===== src/rtl/byte_stream_framer_macros.svh =====
// assertion macros for the byte stream framer
// clk and rst_n are taken from the module that uses them
`ifndef BYTE_STREAM_FRAMER_MACROS_SVH
`define BYTE_STREAM_FRAMER_MACROS_SVH

`ifndef NO_ASSERTIONS

// condition holds at every edge out of reset
`define BSF_ASSERT(label, cond) \
    label: assert property (@(posedge clk) disable iff (!rst_n) (cond)) \
        else $error("byte_stream_framer: check failed");

// consequent holds in the same cycle as the antecedent
`define BSF_ASSERT_IMPL(label, ante, cons) \
    label: assert property (@(posedge clk) disable iff (!rst_n) (ante) |-> (cons)) \
        else $error("byte_stream_framer: check failed");

// consequent holds in the cycle after the antecedent
`define BSF_ASSERT_NEXT(label, ante, cons) \
    label: assert property (@(posedge clk) disable iff (!rst_n) (ante) |=> (cons)) \
        else $error("byte_stream_framer: check failed");

`else

`define BSF_ASSERT(label, cond)
`define BSF_ASSERT_IMPL(label, ante, cons)
`define BSF_ASSERT_NEXT(label, ante, cons)

`endif

`endif


===== src/rtl/bsf_pkg.sv =====
package bsf_pkg;

    localparam int DEF_BUFFER_DEPTH = 64;
    localparam int DEF_MAX_MARK     = 4;

    localparam int BYTE_W     = 8;
    localparam int MARK_W     = 32;
    localparam int CFG_LEN_W  = 7;
    localparam int MARK_LEN_W = 3;
    localparam int APB_DATA_W = 32;
    localparam int PADDR_W    = 5;

    // output queue
    localparam int FIFO_DEPTH = 2;
    localparam int FILL_W     = $clog2(FIFO_DEPTH + 1);

    typedef struct packed {
        logic [BYTE_W-1:0] data;
        logic              last;
    } bsf_word_t;

endpackage


===== src/rtl/bsf_mark_match.sv =====
module bsf_mark_match
#(
    parameter int MAX_MARK = bsf_pkg::DEF_MAX_MARK
)
(
    input  logic [bsf_pkg::BYTE_W*MAX_MARK-1:0] window,
    input  logic [bsf_pkg::MARK_W-1:0]          mark_bytes,
    input  logic [$clog2(MAX_MARK+1)-1:0]       mark_len,
    output logic                                hit
);
    import bsf_pkg::*;

    localparam int ML_W    = $clog2(MAX_MARK + 1);
    localparam int MARK_NB = MARK_W / BYTE_W;

    logic [MAX_MARK-1:0] byte_ok;

    // window byte 0 is the newest and lines up with the low mark byte
    for (genvar j = 0; j < MAX_MARK; j++) begin : g_byte
        logic [BYTE_W-1:0] mark_byte;
        if (j < MARK_NB) begin : g_in
            assign mark_byte = mark_bytes[BYTE_W*j +: BYTE_W];
        end
        else begin : g_out
            assign mark_byte = '0;
        end
        assign byte_ok[j] = (ML_W'(j) >= mark_len) ||
                            (window[BYTE_W*j +: BYTE_W] == mark_byte);
    end

    assign hit = &byte_ok;

endmodule


===== src/rtl/bsf_out_fifo.sv =====
module bsf_out_fifo
(
    input  logic                       clk,
    input  logic                       rst_n,
    input  logic                       push,
    input  bsf_pkg::bsf_word_t         push_word,
    input  logic                       pop,
    output bsf_pkg::bsf_word_t         head_word,
    output logic                       valid,
    output logic [bsf_pkg::FILL_W-1:0] fill
);
    import bsf_pkg::*;

    localparam int PTR_W = $clog2(FIFO_DEPTH);

    bsf_word_t          entry_reg [FIFO_DEPTH];
    logic [PTR_W-1:0]   wr_ptr_reg;
    logic [PTR_W-1:0]   rd_ptr_reg;
    logic [FILL_W-1:0]  fill_reg;
    logic [PTR_W-1:0]   wr_ptr_next;
    logic [PTR_W-1:0]   rd_ptr_next;
    logic [FILL_W-1:0]  fill_next;

    always_comb
    begin
        wr_ptr_next = wr_ptr_reg;
        rd_ptr_next = rd_ptr_reg;
        fill_next   = fill_reg;
        if (push)
        begin
            wr_ptr_next = (wr_ptr_reg == PTR_W'(FIFO_DEPTH - 1)) ? '0 : wr_ptr_reg + PTR_W'(1);
        end
        if (pop)
        begin
            rd_ptr_next = (rd_ptr_reg == PTR_W'(FIFO_DEPTH - 1)) ? '0 : rd_ptr_reg + PTR_W'(1);
        end
        if (push && !pop)
        begin
            fill_next = fill_reg + FILL_W'(1);
        end
        else if (pop && !push)
        begin
            fill_next = fill_reg - FILL_W'(1);
        end
    end

    always_ff @(posedge clk or negedge rst_n)
    begin
        if (!rst_n)
        begin
            wr_ptr_reg <= '0;
            rd_ptr_reg <= '0;
            fill_reg   <= '0;
        end
        else
        begin
            wr_ptr_reg <= wr_ptr_next;
            rd_ptr_reg <= rd_ptr_next;
            fill_reg   <= fill_next;
        end
    end

    always_ff @(posedge clk)
    begin
        if (push)
        begin
            entry_reg[wr_ptr_reg] <= push_word;
        end
    end

    assign head_word = entry_reg[rd_ptr_reg];
    assign valid     = (fill_reg != '0);
    assign fill      = fill_reg;

endmodule


===== src/rtl/byte_stream_framer.sv =====
// Byte stream framer. Takes one byte per word on the data channel and sends
// frames out on the frame channel as a run of words, last_of_frame set on the
// final byte. With enable clear every byte leaves at once as a one-byte frame.
// With enable set the byte joins a buffer held in a single-port-read,
// single-port-write memory of BUFFER_DEPTH bytes, kept as a ring. When the
// count passes the smaller of max_buffer and BUFFER_DEPTH the buffer is
// dropped and nothing leaves. In fixed mode every complete frame of
// frame_length bytes leaves (0 counts as 1); in delimiter mode the buffer
// through the first occurrence of the mark leaves, and with mark_length 0 the
// whole buffer leaves. A frame is read out of the buffer memory one byte per
// cycle while the output queue has room, and the next byte is taken once the
// last read of the frame is issued. The mark is normally checked against the
// newest bytes as they arrive; after a register write, a fixed mode step, or
// a frame that left bytes behind, the next byte triggers a rescan of the
// buffer through the same read port, one byte per cycle.
// Output words wait in a two-word queue so the block keeps working while the
// frame channel stalls, until the queue is full. Registers are to be written
// over the APB port only while the block is idle; the user must keep to this,
// the block does not enforce it. There is no clearing pass after reset.
`include "byte_stream_framer_macros.svh"

module byte_stream_framer
#(
    parameter int BUFFER_DEPTH = bsf_pkg::DEF_BUFFER_DEPTH,
    parameter int MAX_MARK     = bsf_pkg::DEF_MAX_MARK
)
(
    input  logic                           clk,
    input  logic                           rst_n,
    // configuration port
    input  logic                           psel,
    input  logic                           penable,
    input  logic                           pwrite,
    input  logic [bsf_pkg::PADDR_W-1:0]    paddr,
    input  logic [bsf_pkg::APB_DATA_W-1:0] pwdata,
    output logic [bsf_pkg::APB_DATA_W-1:0] prdata,
    output logic                           pready,
    // incoming bytes
    input  logic                           data_valid,
    output logic                           data_stall,
    input  logic [bsf_pkg::BYTE_W-1:0]     data_byte,
    // outgoing frame bytes
    output logic                           frame_valid,
    input  logic                           frame_stall,
    output logic [bsf_pkg::BYTE_W-1:0]     out_byte,
    output logic                           last_of_frame
);
    import bsf_pkg::*;

    localparam int AW        = $clog2(BUFFER_DEPTH);
    localparam int CW        = $clog2(BUFFER_DEPTH + 2);   // count plus one
    localparam int WIN_W     = BYTE_W * MAX_MARK;
    localparam int ML_W      = $clog2(MAX_MARK + 1);
    localparam int CMP_W     = CFG_LEN_W + 1;
    localparam int REG_IDX_W = PADDR_W - 2;

    typedef enum logic [REG_IDX_W-1:0] {
        REG_ENABLE       = 3'd0,
        REG_FIXED_MODE   = 3'd1,
        REG_FRAME_LENGTH = 3'd2,
        REG_MARK_LENGTH  = 3'd3,
        REG_MARK_BYTES   = 3'd4,
        REG_MAX_BUFFER   = 3'd5
    } reg_sel_t;

    // one-hot control states
    typedef enum logic [2:0] {
        S_IDLE = 3'b001,
        S_SCAN = 3'b010,
        S_EMIT = 3'b100
    } state_t;

    // ------------------------------------------------------------------
    // configuration registers
    // ------------------------------------------------------------------
    logic                  enable_reg;
    logic                  fixed_mode_reg;
    logic [CFG_LEN_W-1:0]  frame_length_reg;
    logic [MARK_LEN_W-1:0] mark_length_reg;
    logic [MARK_W-1:0]     mark_bytes_reg;
    logic [CFG_LEN_W-1:0]  max_buffer_reg;

    logic     cfg_wr;
    reg_sel_t reg_sel;

    assign pready  = 1'b1;
    assign cfg_wr  = psel && penable && pwrite && pready;
    assign reg_sel = reg_sel_t'(paddr[PADDR_W-1:2]);

    always_ff @(posedge clk or negedge rst_n)
    begin
        if (!rst_n)
        begin
            enable_reg       <= 1'b0;
            fixed_mode_reg   <= 1'b0;
            frame_length_reg <= CFG_LEN_W'(1);
            mark_length_reg  <= '0;
            mark_bytes_reg   <= '0;
            max_buffer_reg   <= CFG_LEN_W'(64);
        end
        else if (cfg_wr)
        begin
            case (reg_sel)
                REG_ENABLE:       enable_reg       <= pwdata[0];
                REG_FIXED_MODE:   fixed_mode_reg   <= pwdata[0];
                REG_FRAME_LENGTH: frame_length_reg <= pwdata[CFG_LEN_W-1:0];
                REG_MARK_LENGTH:  mark_length_reg  <= pwdata[MARK_LEN_W-1:0];
                REG_MARK_BYTES:   mark_bytes_reg   <= pwdata[MARK_W-1:0];
                REG_MAX_BUFFER:   max_buffer_reg   <= pwdata[CFG_LEN_W-1:0];
                default:          ;
            endcase
        end
    end

    always_comb
    begin
        case (reg_sel)
            REG_ENABLE:       prdata = APB_DATA_W'(enable_reg);
            REG_FIXED_MODE:   prdata = APB_DATA_W'(fixed_mode_reg);
            REG_FRAME_LENGTH: prdata = APB_DATA_W'(frame_length_reg);
            REG_MARK_LENGTH:  prdata = APB_DATA_W'(mark_length_reg);
            REG_MARK_BYTES:   prdata = APB_DATA_W'(mark_bytes_reg);
            REG_MAX_BUFFER:   prdata = APB_DATA_W'(max_buffer_reg);
            default:          prdata = '0;
        endcase
    end

    // effective settings
    logic [CMP_W-1:0] limit;
    logic [CMP_W-1:0] flen;
    logic [ML_W-1:0]  mark_len_eff;
    logic [3:0]       mark_len_wide;

    assign limit = (CMP_W'(max_buffer_reg) > CMP_W'(BUFFER_DEPTH)) ?
                   CMP_W'(BUFFER_DEPTH) : CMP_W'(max_buffer_reg);
    // zero frame length behaves as one
    assign flen  = (frame_length_reg == '0) ? CMP_W'(1) : CMP_W'(frame_length_reg);
    assign mark_len_wide = 4'(mark_length_reg);
    assign mark_len_eff  = (mark_len_wide > 4'(MAX_MARK)) ?
                           ML_W'(MAX_MARK) : ML_W'(mark_len_wide);

    // ------------------------------------------------------------------
    // buffer memory, kept as a ring starting at head_reg
    // ------------------------------------------------------------------
    logic [BYTE_W-1:0] frame_buffer [BUFFER_DEPTH];
    logic [BYTE_W-1:0] rd_data_reg;
    logic              mem_we;
    logic              mem_re;
    logic [AW-1:0]     wr_addr;
    logic [AW-1:0]     rd_addr;

    always_ff @(posedge clk)
    begin
        if (mem_we)
        begin
            frame_buffer[wr_addr] <= data_byte;
        end
        if (mem_re)
        begin
            rd_data_reg <= frame_buffer[rd_addr];
        end
    end

    // ring index: base plus an offset below the depth
    function automatic logic [AW-1:0] ptr_add(input logic [AW-1:0] base,
                                              input logic [CW-1:0] off);
        logic [AW:0] sum;
        sum = (AW+1)'(base) + (AW+1)'(off);
        if (sum >= (AW+1)'(BUFFER_DEPTH))
        begin
            sum = sum - (AW+1)'(BUFFER_DEPTH);
        end
        return sum[AW-1:0];
    endfunction

    // ------------------------------------------------------------------
    // control state
    // ------------------------------------------------------------------
    state_t           state_reg,  state_next;
    logic [AW-1:0]    head_reg,   head_next;
    logic [CW-1:0]    count_reg,  count_next;
    logic [CW-1:0]    left_reg,   left_next;    // bytes still to read in this frame
    logic [CW-1:0]    issued_reg, issued_next;  // rescan reads issued
    logic [CW-1:0]    seen_reg,   seen_next;    // rescan bytes returned
    logic             clean_reg,  clean_next;   // no mark occurrence in the buffer
    logic             push_inflight_reg;
    logic             push_last_reg;
    logic             scan_inflight_reg;
    logic [WIN_W-1:0] recent_reg;
    logic [WIN_W-1:0] scan_win_reg;

    logic [WIN_W-1:0] recent_next;
    logic [WIN_W-1:0] scan_win_next;
    logic [CW-1:0]    count_new;
    logic [CW-1:0]    count_dec;
    logic [CW-1:0]    seen_inc;
    logic             tail_hit;
    logic             scan_hit;
    logic             emit_issue;
    logic             scan_issue;
    logic             data_accept;
    logic             pop;
    logic             room;
    logic             out_push;
    bsf_word_t        out_push_word;
    bsf_word_t        out_head;
    logic [FILL_W-1:0] fifo_fill;
    logic [FILL_W:0]  out_load;

    assign count_new     = count_reg + CW'(1);
    assign count_dec     = count_reg - CW'(1);
    assign seen_inc      = seen_reg + CW'(1);
    assign recent_next   = (recent_reg << BYTE_W) | WIN_W'(data_byte);
    assign scan_win_next = (scan_win_reg << BYTE_W) | WIN_W'(rd_data_reg);
    assign wr_addr       = ptr_add(head_reg, count_reg);

    // mark check on the newest bytes, and on the rescan window
    bsf_mark_match #(.MAX_MARK(MAX_MARK)) u_tail_match
    (
        .window     (recent_next),
        .mark_bytes (mark_bytes_reg),
        .mark_len   (mark_len_eff),
        .hit        (tail_hit)
    );

    bsf_mark_match #(.MAX_MARK(MAX_MARK)) u_scan_match
    (
        .window     (scan_win_next),
        .mark_bytes (mark_bytes_reg),
        .mark_len   (mark_len_eff),
        .hit        (scan_hit)
    );

    // output queue credit: queued words plus a read in flight, less a pop
    assign pop      = frame_valid && !frame_stall;
    assign out_load = (FILL_W+1)'(fifo_fill) + (FILL_W+1)'(push_inflight_reg);
    assign room     = out_load < ((FILL_W+1)'(FIFO_DEPTH) + (FILL_W+1)'(pop));

    // pass-through needs the queue free of a pending memory return
    assign data_stall  = !((state_reg == S_IDLE) &&
                           (enable_reg || (!push_inflight_reg && room)));
    assign data_accept = data_valid && !data_stall;

    always_comb
    begin
        state_next  = state_reg;
        head_next   = head_reg;
        count_next  = count_reg;
        left_next   = left_reg;
        issued_next = issued_reg;
        seen_next   = seen_reg;
        clean_next  = clean_reg;
        mem_we      = 1'b0;
        mem_re      = 1'b0;
        rd_addr     = head_reg;
        emit_issue  = 1'b0;
        scan_issue  = 1'b0;

        case (state_reg)
            S_IDLE:
            begin
                if (data_accept && enable_reg)
                begin
                    mem_we = (count_reg < CW'(BUFFER_DEPTH));
                    if (CMP_W'(count_new) > limit)
                    begin
                        // over the limit: drop the whole buffer
                        count_next = '0;
                        clean_next = 1'b1;
                    end
                    else
                    begin
                        count_next = count_new;
                        if (fixed_mode_reg)
                        begin
                            clean_next = 1'b0;
                            if (CMP_W'(count_new) >= flen)
                            begin
                                state_next = S_EMIT;
                                left_next  = CW'(flen);
                            end
                        end
                        else if (mark_len_eff == '0)
                        begin
                            state_next = S_EMIT;
                            left_next  = count_new;
                        end
                        else if (clean_reg)
                        begin
                            // only a match ending at the new byte is possible
                            if ((CMP_W'(count_new) >= CMP_W'(mark_len_eff)) && tail_hit)
                            begin
                                state_next = S_EMIT;
                                left_next  = count_new;
                            end
                        end
                        else
                        begin
                            state_next  = S_SCAN;
                            issued_next = '0;
                            seen_next   = '0;
                        end
                    end
                end
            end

            S_SCAN:
            begin
                if (issued_reg < count_reg)
                begin
                    mem_re      = 1'b1;
                    rd_addr     = ptr_add(head_reg, issued_reg);
                    issued_next = issued_reg + CW'(1);
                    scan_issue  = 1'b1;
                end
                if (scan_inflight_reg)
                begin
                    seen_next = seen_inc;
                    if ((CMP_W'(seen_inc) >= CMP_W'(mark_len_eff)) && scan_hit)
                    begin
                        state_next = S_EMIT;
                        left_next  = seen_inc;
                    end
                    else if (seen_inc == count_reg)
                    begin
                        state_next = S_IDLE;
                        clean_next = 1'b1;
                    end
                end
            end

            S_EMIT:
            begin
                if (room)
                begin
                    mem_re     = 1'b1;
                    emit_issue = 1'b1;
                    head_next  = ptr_add(head_reg, CW'(1));
                    count_next = count_dec;
                    left_next  = left_reg - CW'(1);
                    if (left_reg == CW'(1))
                    begin
                        // fixed mode sends every complete frame present
                        if (fixed_mode_reg && (CMP_W'(count_dec) >= flen))
                        begin
                            left_next = CW'(flen);
                        end
                        else
                        begin
                            state_next = S_IDLE;
                            clean_next = (count_dec == '0);
                        end
                    end
                end
            end

            default:
            begin
                state_next = S_IDLE;
            end
        endcase
    end

    always_ff @(posedge clk or negedge rst_n)
    begin
        if (!rst_n)
        begin
            state_reg         <= S_IDLE;
            head_reg          <= '0;
            count_reg         <= '0;
            left_reg          <= '0;
            issued_reg        <= '0;
            seen_reg          <= '0;
            clean_reg         <= 1'b1;
            push_inflight_reg <= 1'b0;
            push_last_reg     <= 1'b0;
            scan_inflight_reg <= 1'b0;
        end
        else
        begin
            state_reg         <= state_next;
            head_reg          <= head_next;
            count_reg         <= count_next;
            left_reg          <= left_next;
            issued_reg        <= issued_next;
            seen_reg          <= seen_next;
            push_inflight_reg <= emit_issue;
            push_last_reg     <= emit_issue && (left_reg == CW'(1));
            scan_inflight_reg <= scan_issue;
            // a new mark or mode may match anywhere in what is buffered
            if (cfg_wr)
            begin
                clean_reg <= (count_reg == '0);
            end
            else
            begin
                clean_reg <= clean_next;
            end
        end
    end

    // byte windows, newest byte in the low position
    always_ff @(posedge clk)
    begin
        if (data_accept && enable_reg)
        begin
            recent_reg <= recent_next;
        end
        if (scan_inflight_reg)
        begin
            scan_win_reg <= scan_win_next;
        end
    end

    // ------------------------------------------------------------------
    // output queue
    // ------------------------------------------------------------------
    assign out_push = (data_accept && !enable_reg) || push_inflight_reg;

    always_comb
    begin
        if (push_inflight_reg)
        begin
            out_push_word.data = rd_data_reg;
            out_push_word.last = push_last_reg;
        end
        else
        begin
            out_push_word.data = data_byte;
            out_push_word.last = 1'b1;
        end
    end

    bsf_out_fifo u_out_fifo
    (
        .clk       (clk),
        .rst_n     (rst_n),
        .push      (out_push),
        .push_word (out_push_word),
        .pop       (pop),
        .head_word (out_head),
        .valid     (frame_valid),
        .fill      (fifo_fill)
    );

    assign out_byte      = out_head.data;
    assign last_of_frame = out_head.last;

    // ------------------------------------------------------------------
    // assertions
    // ------------------------------------------------------------------
    `BSF_ASSERT(a_out_credit, out_load <= (FILL_W+1)'(FIFO_DEPTH))
    `BSF_ASSERT(a_count_bound, CMP_W'(count_reg) <= CMP_W'(BUFFER_DEPTH))
    `BSF_ASSERT_IMPL(a_scan_bound, state_reg == S_SCAN, seen_reg < count_reg)
    `BSF_ASSERT_NEXT(a_mark_frame_done, emit_issue && (left_reg == CW'(1)) && !fixed_mode_reg, state_reg == S_IDLE)

endmodule


===== config.mk =====
export PLATFORM = sky130hd
export DESIGN_NAME = byte_stream_framer
export DESIGN_NICKNAME = d
export VERILOG_FILES = /design/src/rtl/bsf_pkg.sv /design/src/rtl/bsf_mark_match.sv /design/src/rtl/bsf_out_fifo.sv /design/src/rtl/byte_stream_framer.sv
export VERILOG_INCLUDE_DIRS = /design/src /design/src/rtl
export SDC_FILE = /design/constraint.sdc
export NUM_CORES = 1
export LEC_CHECK = 0
export BUFFER_PORTS_ARGS = -buffer_cell sky130_fd_sc_hd__buf_2
export CAP_MARGIN = 40
export CORE_MARGIN = 4
export CORE_UTILIZATION = 43
export DETAILED_ROUTE_END_ITERATION = 8
export SLEW_MARGIN = 20
export SYNTH_ARGS = -nofsm -noshare
export SYNTH_HDL_FRONTEND = slang
export SYNTH_SLANG_ARGS = --single-unit

===== constraint.sdc =====
create_clock -name clk -period 9.2 [get_ports clk]
set_input_delay 0.46 -clock clk [delete_from_list [all_inputs] [get_ports clk]]
set_output_delay 0.46 -clock clk [all_outputs]
set_load 0.05 [all_outputs]

# Word-level counts from Yosys, hierarchy flattened
# Memory sizes are Yosys's and may differ from the RTL's. A register that Yosys moved wholly into a read port is not among the register bits.
# Cells that the tools add are included.
# classes
add_sub_neg	17
n_lt_le_gt_ge	17
eq_ne	42
muxes	76
bitwise	2
n_reduce_logical	56
# ops
cell	count
one-hot mux 32 bit (6 select lines)	1
2-to-1 mux 7 bit	24
== test 8 bit	8
bitwise OR 32 x 8 -> 32 bit	2
2-to-1 mux 3 bit	14
one-hot mux 7 bit (2 select lines)	3
2-to-1 mux 6 bit	5
AND reduction 9 bit	3
2-to-1 mux 1 bit	22
adder 7 x 1 -> 7 bit, second input constant	3
greater-or-equal comparator 7 bit, second input constant	3
zero test 7 bit	3
inequality test 3 bit, second input constant	7
one-hot mux 7 bit (3 select lines)	1
inequality test 2 bit, second input constant	10
subtractor 6 x 1 -> 6 bit, second input constant	3
adder 6 x 7 -> 7 bit	2
greater-or-equal comparator 7 x 3 -> 1 bit	2
greater-or-equal comparator 7 bit	2
logical AND 1 bit	14
AND reduction 2 bit	7
AND reduction 7 bit	2
subtractor 7 x 1 -> 7 bit, second input constant	2
logical OR 1 bit	10
other kinds (36)	57
# word_totals
ff_bits	144
ram_bits	530
in_bits	52
output_inout_bits	44
wordCells	233
n_memories	2
# mem_list
memory	words	width	read_ports	rd_ports_with_merged_regs	write_ports	line_no	text
frame_buffer	64	8	1	1	1	byte_stream_framer.sv:145	logic [BYTE_W-1:0] frame_buffer [BUFFER_DEPTH];
u_out_fifo.entry_reg	2	9	1	0	1	bsf_out_fifo.sv:16	bsf_word_t entry_reg [FIFO_DEPTH];

# Depth between registers and ports, before layout
# Gate-level depths: netlist of run 1.
# logic_depth
ltp_word	14
depth_mapped	18
mapped_depth_nobuf	14

# Modules after synthesis
# Synthesis of run 1 repeated with hierarchy kept, for this count alone.
# unflattened
cells_unflattened	2239
area_unflattened_um2	30021.3
# by_module_without_submodules
module	n_inst	cells_each	area_each_um2	seq_area_each_um2
byte_stream_framer	1	2104	28444.8	19363.6
bsf_out_fifo	1	43	835.8	640.6
bsf_mark_match	2	46	370.4	0.0

# Worst setup path after synthesis of run 1
# OpenSTA, ideal clock, no wires.
# synth_path
path_type	register to register
start	register count_reg[1]
end	register issued_reg[3]
setup_ns	0.127
arrival_ns	3.394
t_required_ns	9.073
slack_ns	5.679
path_stages_with_launch	15
n_path_buf	0
period_less_slack_ns	3.521
cell_sequence	dfrtp_1 -> ha_1 -> nand3_1 -> xnor2_1 -> inv_1 -> ha_1 -> a21o_1 -> a21oi_1 -> a21o_1 -> a31oi_1 -> o21a_1 -> a2111oi_1 -> nand4_1 -> xor2_1 -> nor2_1
# synth_via
elab_chain_cells	4
elab_cells_between_ends	6
classes_between	add/sub (1); order compare (2); eq/ne (2); reduce/logical (1)
# synth_lines
element	line_no	text
start: declaration	byte_stream_framer.sv:181	logic [CW-1:0] count_reg, count_next;
start signal: assignment	byte_stream_framer.sv:383	count_reg <= count_next;
adder 7 x 1 -> 7 bit	byte_stream_framer.sv:210	assign count_new = count_reg + CW'(1);
> comparator 7 bit	byte_stream_framer.sv:265	if (CMP_W'(count_new) > limit)
inequality test 2 bit (no source line)	--	
AND reduction 7 bit (no source line) *	--	
end signal: assignment	byte_stream_framer.sv:385	issued_reg <= issued_next;
end: declaration	byte_stream_framer.sv:183	logic [CW-1:0] issued_reg, issued_next;
# Mark *: on every way between the ends. The rest lies on a longest branch, timed or not.
# A chain may end at the register's enable or synchronous reset.

# Worst setup path after layout of run 1
# layout_path
start	register count_reg[2]
end	register rd_data_reg[7], read port of frame_buffer, data pin
# layout_via
elab_chain_cells	3
elab_cells_between_ends	5
classes_between	order compare (1); mux (4)
# layout_lines
element	line_no	text
< comparator 7 bit *	byte_stream_framer.sv:309	if (issued_reg < count_reg)
2-to-1 mux 1 bit / 2-to-1 mux 6 bit (equally long branches)	byte_stream_framer.sv:309	
one-hot mux 1 bit (2 select lines) / 2-to-1 mux 6 bit (equally long branches)	byte_stream_framer.sv:259	case (state_reg)
end: declaration	byte_stream_framer.sv:146	logic [BYTE_W-1:0] rd_data_reg;
# Marked as above.

==> results of run 1 <==
## cell type report
type,count,area share
Clock buffer,84,0.0553
Inverter,36,0.00410
Tap cell,931,0.0341
Multi-Input combinational cell,1331,0.277
Timing Repair Buffer,166,0.0311
Sequential cell,682,0.586
Clock inverter,46,0.0126
## critical path, delay by kind of cell (launching register included)
family | cells | cell delay, ns
fa+ha+maj | 1 | 0.34
mux | 3 | 1.06
flops | 1 | 0.74
compound gates | 6 | 1.63
buf+inv | 4 | 1.60
## cell families after synthesis
kind of cell | synth area share
adder cells (fa/ha/maj) | 0.0231
multiplexers | 0.0909
flip-flops | 0.664
buffers and inverters | 0.0222
AO/OA/AOI/OAI | 0.0675
XOR/XNOR | 0.0349
AND/OR/NAND/NOR | 0.0970
other | 0.000125
## power groups by stage
stage               clock (mW)  combinational [mW]  sequential (mW)
finish                    2.84                2.92             3.81
global route              3.04                3.19             3.84
CTS                       2.90                2.92             3.81
detailed placement           0                2.91             3.88
global placement             0                2.84             3.87
floorplan                    0                2.19             3.76
## metal layers
layer | part of all wire | GRT usage | routed length [µm] | vias to the layer above
met5 | 0 | 0 | 0 | -
met4 | 0.027 | 0.0523 | 1990 | 0
met3 | 0.060 | 0.0349 | 4490 | 120
met2 | 0.49 | 0.337 | 36400 | 573
met1 | 0.43 | 0.272 | 32200 | 9250
li1 | - | - | - | 8355
## cell usage in the layout (no fill, tap or decap), drive strengths merged, types with 37 or more instances in the layout
cell type  count
a21oi         95
buf          162
clkbuf        87
clkinv        39
dfrtp         92
edfxtp       586
ha            49
mux2          85
mux2i         93
mux4          37
nand2        259
nand3         78
nor2         156
o21ai         55
xnor2         68
xor2          51
## timing repair
action,4_1_cts,5_1_grt
buffers inserted,0,0
endpoints found under the setup margin,0,0
hold endpoints to repair,36,0
hold buffers,1,0
## worst max path at each step
| stage | slack [ns] | cells past startpoint | to | start |
|---|---|---|---|---|
| CTS | 3.43 | 14 | rd_data_reg[7] | count_reg[2] |
| detailed placement | 3.45 | 14 | rd_data_reg[7] | count_reg[2] |
| global placement | 3.49 | 14 | rd_data_reg[7] | count_reg[2] |
| global route | 3.21 | 14 | rd_data_reg[7] | count_reg[2] |
| floorplan | 5.68 | 14 | issued_reg[3] | count_reg[1] |
| finish | 3.53 | 14 | rd_data_reg[7] | count_reg[2] |
## through the flow
step	hold slack, ns	instance area (µm²)	power [mW]	setup slack (ns)	util
detailed placement	0.457	31600	6.78	3.45	0.459
floorplan	0.164	30100	5.95	5.68	-
finish	0.0871	34200	9.58	3.53	0.495
global placement	0.456	31500	6.71	3.49	0.457
global route	0.0645	34200	10.1	3.21	0.495
CTS	0.0492	34000	9.63	3.43	0.493
==> qor.yml, run 1 <==
status: "completed"
setup-violations-final: 0
whs_path_depth: 2
p_per_area_nw_per_um2: 280
ys.flop_type: "edfxtp_1"
rr_startpoint: "count_reg[2]"
grt_use_total: 0.201
finalCriticalPeriod_ns: 5.67
placed_cells: 3121
crit_path_top_delay_cell: "dfrtp_1"
multi_input_area_um2: 9460
antenna_left: 0
synth.most_common_cell: "edfxtp_1"
vias: 18300
first_pass_iters: 5
end_kind: "flop"
hold_path.startpoint: "pwdata[15]"
regArea_um2: 20000
hold_end: "mark_bytes_reg[15]"
layout.nets: 2391
drtIter0Drc: 1548
hp-class: "input pin to flop"
required_ns: 9.56
max-slew-margin-rel: 0.402
reg2reg_setup_slack_ns: 3.53
cts.sinks: 682
crit_chain: "inv_1, ha_1, a21oi_1, o21ai_1, a211o_1, inv_6, mux2i_4, buf_4, buf_4, mux2i_1, mux2i_1, o2111ai_1, a22oi_1, o311a_1"
cts_tree: "yes"
cts_resized: 0
largest_reg_flops: 512
initial_core_util: 0.437
ys_warn_count: 0
power.switching_mw: 3.26
wire_per_inst_um: 22.9
io_pins: 96
antenna_found_initial: 0
power_frac_clock: 0.297
fin_crit_sh: 0.616
synth_edf_count: 586
worst_pin_slew_ns: 0.891
cts_inserted_buffers: 71
syn_area_um2: 30100
p_seq_frac: 0.398
rsz0062_at_grt: "no"
synthTopCellsByCount: "edfxtp_1 (586), nand2_1 (259), nor2_1 (156)"
synth-seq-area-share: 0.664
coreArea_um2: 68900
rows: 96
critPathLaunchType: "flop"
async_flop_share: 0.141
ys_ff_latch: 682
grt_pass1_vias: 18300
setup-tns-final_ns: 0
p_leak_nw: 12.4
crit_path_max_incr_delay_ns: 0.74
max_freq_ghz: 0.177
switching_share: 0.340
avgSynthCellArea_um2: 14.1
antenna_cells: 0
numPortBuffers: 92
area_growth_pct: 13.4
yosysTopAreaCell: "edfxtp_1"
critical_path_arrival_ns: 6.02
via_per_inst: 5.59
die_y_um: 273
syn_nets: 2244
worst_clock_skew_ns: 0.0217
hold_viol: 0
rr_worst_depth: 14
synth_area_leaders: "edfxtp_1 (58%), dfrtp_1 (7.6%), nand2_1 (3.2%)"
cp_max_fo: 48
peakVddDrop_uv: 202
synth_top_area_share: 0.584
internal-power_mw: 6.32
yosysUniqueCellTypes: 84
crit_type: "flop to flop"
syn-instance-count: 2141
grt_max_degree: 68
cts-htree-levels: 3
die_x_um: 273
drive_above_1_share: 0.180
grt_pass1_wl_um: 114000
cap_violations: 0
path_clk_slew_ns: 0.06
r2r-end: "rd_data_reg[7]"
globalplace.congestion: 0.856
layout.cells.non_filler: 3276
die-area_um2: 74300
clockBufferDepth: 3
slew_violations: 0
fill_cells: 5989
place_hpwl_um: 49800
clk_latency_ns: 0.61
p_comb_frac: 0.305
cts-root-buf: "clkbuf_16"
drt-total-wl_um: 75100
grt.overflow.total: 0
drc_errors: 0
Power figures use the tool's default switching activity.
==> run 2: changes to the inputs <==
- ABC_AREA: default -> 1
- clock period: 9.2 -> 4.9 ns (I/O delays scaled with it)
==> qor.yml, run 2 <==
status: "completed"
die_y_um: 283
largest_reg_flops: 512
path_clk_slew_ns: 0.06
drc_errors: 0
place_hpwl_um: 52900
max-slew-margin-rel: 0.440
synth-seq-area-share: 0.616
dpl-instance-area_um2: 34100
hp-class: "input pin to async pin"
regArea_um2: 20000
critical_path_arrival_ns: 4.11
postCtsHoldBufs: 37
syn-instance-count: 3400
cts_resized: 0
final_area_um2: 36900
clockBufferDepth: 3
area_growth_pct: 13.8
clk_latency_ns: 0.63
end_kind: "flop"
cts-htree-levels: 3
place_ws_ns: 1.09
holdWs_ns: 0.0674
via_per_inst: 5.00
ys_warn_count: 0
peakVddDrop_uv: 367
multi_input_area_um2: 9640
max_freq_ghz: 0.259
ys_ff_latch: 682
rsz0062_at_grt: "no"
vias: 22800
rows: 100
yosysUniqueCellTypes: 50
yosysTopAreaCell: "edfxtp_1"
die_x_um: 283
grt_pass1_vias: 21600
synth_area_leaders: "edfxtp_1 (54%), nand2_1 (11%), nand3_1 (7.9%)"
cp_max_fo: 9
cts_tree: "yes"
worst_pin_slew_ns: 0.838
cts-root-buf: "clkbuf_16"
placed_cells: 4380
layout.cells.non_filler: 4552
initial_core_util: 0.435
grt_use_total: 0.208
ys.flop_type: "edfxtp_1"
first_pass_iters: 6
p_leak_nw: 15.9
numPortBuffers: 92
grt_max_degree: 80
antenna_left: 0
coreArea_um2: 74600
synthTopCellsByCount: "nand2_1 (938), edfxtp_1 (586), inv_1 (560)"
async_flop_share: 0.141
met1_length_um: 37000
wire_per_inst_um: 18.2
drtIter0Drc: 1869
synth_edf_count: 586
avgSynthCellArea_um2: 9.55
cts.sinks: 682
layout.nets: 3634
io_pins: 96
dr_wl_met3_um: 5250
power_mw: 21.2
post_cts_buffers: 0
routed.top_layer: "met4"
final_common_cell: "nand2_1"
cap_violations: 0
antenna_cells: 0
hold_viol: 0
critPathLaunchType: "flop"
p_per_area_nw_per_um2: 574
grt_pass1_wl_um: 127000
grt.overflow.total: 0
setup-violations-final: 0
layout_common_cells: "nand2_1 (937), edfxtp_1 (586), inv_1 (560), nand3_1 (511), nor2_1 (209)"
finalWorstSetupSlack_ns: 1.03
slew_violations: 0
synth.most_common_cell: "nand2_1"
cts_inserted_buffers: 75
crit_type: "flop to flop"
drt-total-wl_um: 82800
syn_nets: 3503
globalplace.congestion: 0.889
fin_crit_sh: 0.789
die-area_um2: 80000
synth_top_area_share: 0.542
wl_met2_um: 37200
finalCriticalPeriod_ns: 3.87
setup-tns-final_ns: 0
fill_cells: 6858
required_ns: 5.15
drive_above_1_share: 0.0840
syn_area_um2: 32500
final_util: 0.495
worst_clock_skew_ns: 0.0201
antenna_found_initial: 0
-- run 2: worst paths after layout --
kind / startpoint / depth (start not counted) / slack [ns] / to
max: push_inflight_reg / 11 / 1.03 / frame_buffer[34][6]
min: rst_n / 2 / 0.07 / mark_bytes_reg[20]
max reg2reg: push_inflight_reg / 11 / 1.03 / frame_buffer[34][6]
min reg2reg: scan_win_reg[3] / 0 / 0.47 / scan_win_reg[11]
max in group asynchronous: rst_n / 4 / 3.77 / clean_reg
min in group clk: data_byte[0] / 1 / 0.08 / frame_buffer[45][0]
-- run 2: cell families (layout without fill, tap and decap cells) --
family,Yosys count,count (layout),share of synthesized area
other,1,1,0.000116
AND/OR/NAND/NOR,1730,1730,0.226
AO/OA/AOI/OAI,153,153,0.0267
adder cells (fa/ha/maj),51,51,0.0201
buffers and inverters,703,886,0.0886
XOR/XNOR,80,80,0.0220
flip-flops,682,682,0.616
-- run 2: area by class of cell --
class	count	share of cell area
tap	969	0.0328
timing repair buffer	185	0.0416
clock buffer	94	0.0542
clock inverter	35	0.0109
multi-input combinational	2015	0.261
inverter	572	0.0581
sequential	682	0.542
-- run 2: metal layers --
metal	up-vias	GRT usage
li1	11300	-
met1	10700	0.289
met2	633	0.326
met3	172	0.0388
met4	0	0.0790
met5	-	0
-- run 2: where the power goes --
group | internal [mW] | switching (mW)
Combinational | 2.69 | 5.82
Sequential | 6.75 | 0.415
Clock | 3.23 | 2.29
-- run 2: critical path: stages, from the launching register on --
cell     delay [ns]
dfrtp_1        0.50
ha_1           0.26
ha_1           0.26
o21ai_1        0.10
nand3_1        0.09
nand2_1        0.11
nand4_1        0.18
inv_1          0.14
nand2_1        0.11
nor2_1         0.24
nand3_1        0.65
nor2_1         0.87
==> run 3: changes to the inputs <==
- clock period: 4.9 -> 3.65 ns (I/O delays scaled with it)
==> qor.yml, run 3 (synthesized netlist as in run 2, its figures left out) <==
status: "completed"
cp_max_fo: 9
place_hpwl_um: 54900
hp-class: "input pin to async pin"
die-area_um2: 80000
grt_pass1_vias: 22000
die_x_um: 283
grt_util_met2: 0.342
critPathLaunchType: "flop"
finalCriticalPeriod_ns: 3.37
peakVddDrop_uv: 481
rsz0062_at_grt: "no"
drt-total-wl_um: 84100
fill_cells: 6767
fin_crit_sh: 0.925
setup-violations-final: 0
grt.overflow.total: 0
place_ws_ns: 0.214
busiest_layer: "met2"
antenna_found_initial: 2
max-slew-margin-rel: 0.438
antenna_cells: 0
slew_violations: 0
cts.sinks: 682
layout.nets: 3740
globalplace.congestion: 0.882
power_mw: 29.2
numPortBuffers: 92
path_clk_slew_ns: 0.06
use_met3: 0.0338
dpl-instance-area_um2: 34900
final_common_cell: "nand2_1"
first_pass_iters: 5
via_per_inst: 4.98
required_ns: 3.98
wire_per_inst_um: 18.0
grt_max_degree: 67
coreArea_um2: 74600
die_y_um: 283
multi_input_area_um2: 9660
worst_clock_skew_ns: 0.0192
crit_type: "flop to flop"
drive_above_1_share: 0.113
clockBufferDepth: 3
finalWorstSetupSlack_ns: 0.276
setup-tns-final_ns: 0
cap_violations: 0
area_growth_pct: 16.8
rr_worst_depth: 12
drtIter0Drc: 1929
grt_use_met1: 0.297
antenna_left: 0
hold_viol: 0
regArea_um2: 20000
cts-htree-levels: 3
final_area_um2: 37900
initial_core_util: 0.435
end_kind: "flop"
p_per_area_nw_per_um2: 772
worst_pin_slew_ns: 0.844
grt_pass1_wl_um: 128000
cts-root-buf: "clkbuf_16"
layout_common_cells: "nand2_1 (935), edfxtp_1 (586), inv_1 (559), nand3_1 (511), nor2_1 (209)"
clk_latency_ns: 0.62
critical_path_arrival_ns: 3.71
vias: 23300
cts_tree: "yes"
p_leak_nw: 16.5
drc_errors: 0
largest_reg_flops: 512
max_freq_ghz: 0.296
rows: 100
cts_inserted_buffers: 76
io_pins: 96
grt_use_total: 0.211
run 3: cell type report:
type | instances | area share
Tap cell | 969 | 0.0320
Multi-Input combinational cell | 2015 | 0.255
Clock buffer | 98 | 0.0543
Sequential cell | 682 | 0.528
Clock inverter | 41 | 0.0128
Timing Repair Buffer | 290 | 0.0615
Inverter | 572 | 0.0567
run 3: critical path, cell delays in order, from the launching register on:
cell and delay (ns):
dfrtp_1 0.48, ha_1 0.25, ha_1 0.27, o21ai_1 0.10, nand3_1 0.09, nand2_1 0.11, nand4_1 0.18, inv_1 0.14
nand2_1 0.12, nor2_1 0.23, nand2_1 0.47, nor2_1 0.43, buf_4 0.22
run 3: path summary, 6_finish.rpt:
check	slack, ns	startpoint	end
worst min-delay path	0.07	rst_n	mark_bytes_reg[12]
worst min register to register	0.47	recent_reg[10]	recent_reg[18]
max in group asynchronous	2.72	rst_n	state_reg[0]
min in group clk	0.09	data_valid	u_out_fifo.wr_ptr_reg
worst max-delay path	0.28	push_inflight_reg	frame_buffer[41][2]
worst max register to register	0.28	push_inflight_reg	frame_buffer[41][2]
run 3: power breakdown:
group          leakage [nW]  total [mW]  switching [mW]  internal (mW)
clock                  1.25        7.79            3.09           4.70
sequential             6.43        9.62           0.559           9.06
combinational          8.86        11.8            7.91           3.93
total                  16.5        29.2            11.6           17.7
run 3: metal layers:
layer | vias up | routed length, µm
met5 | - | 0
met4 | 0 | 2020
li1 | 11500 | -
met3 | 119 | 5680
met2 | 701 | 38900
met1 | 10900 | 37500
run 3: timing repair:
action	in CTS	in global routing
endpoints found under the hold margin	94	0
hold buffers	40	0
setup endpoints to repair	0	18
buffers inserted	0	0
resized for setup	0	6
run 3: per-stage QoR:
| stage | cells | hold slack [ns] | utilization |
|---|---|---|---|
| final | 4667 | 0.0681 | 0.508 |
| after global routing | 4667 | 0.0999 | 0.508 |
| after CTS | 4667 | 0.0510 | 0.508 |
| after detailed placement | 4488 | 0.174 | 0.468 |
| after global placement | 4486 | 0.170 | 0.468 |
| after floorplan | 3400 | -0.113 | - |
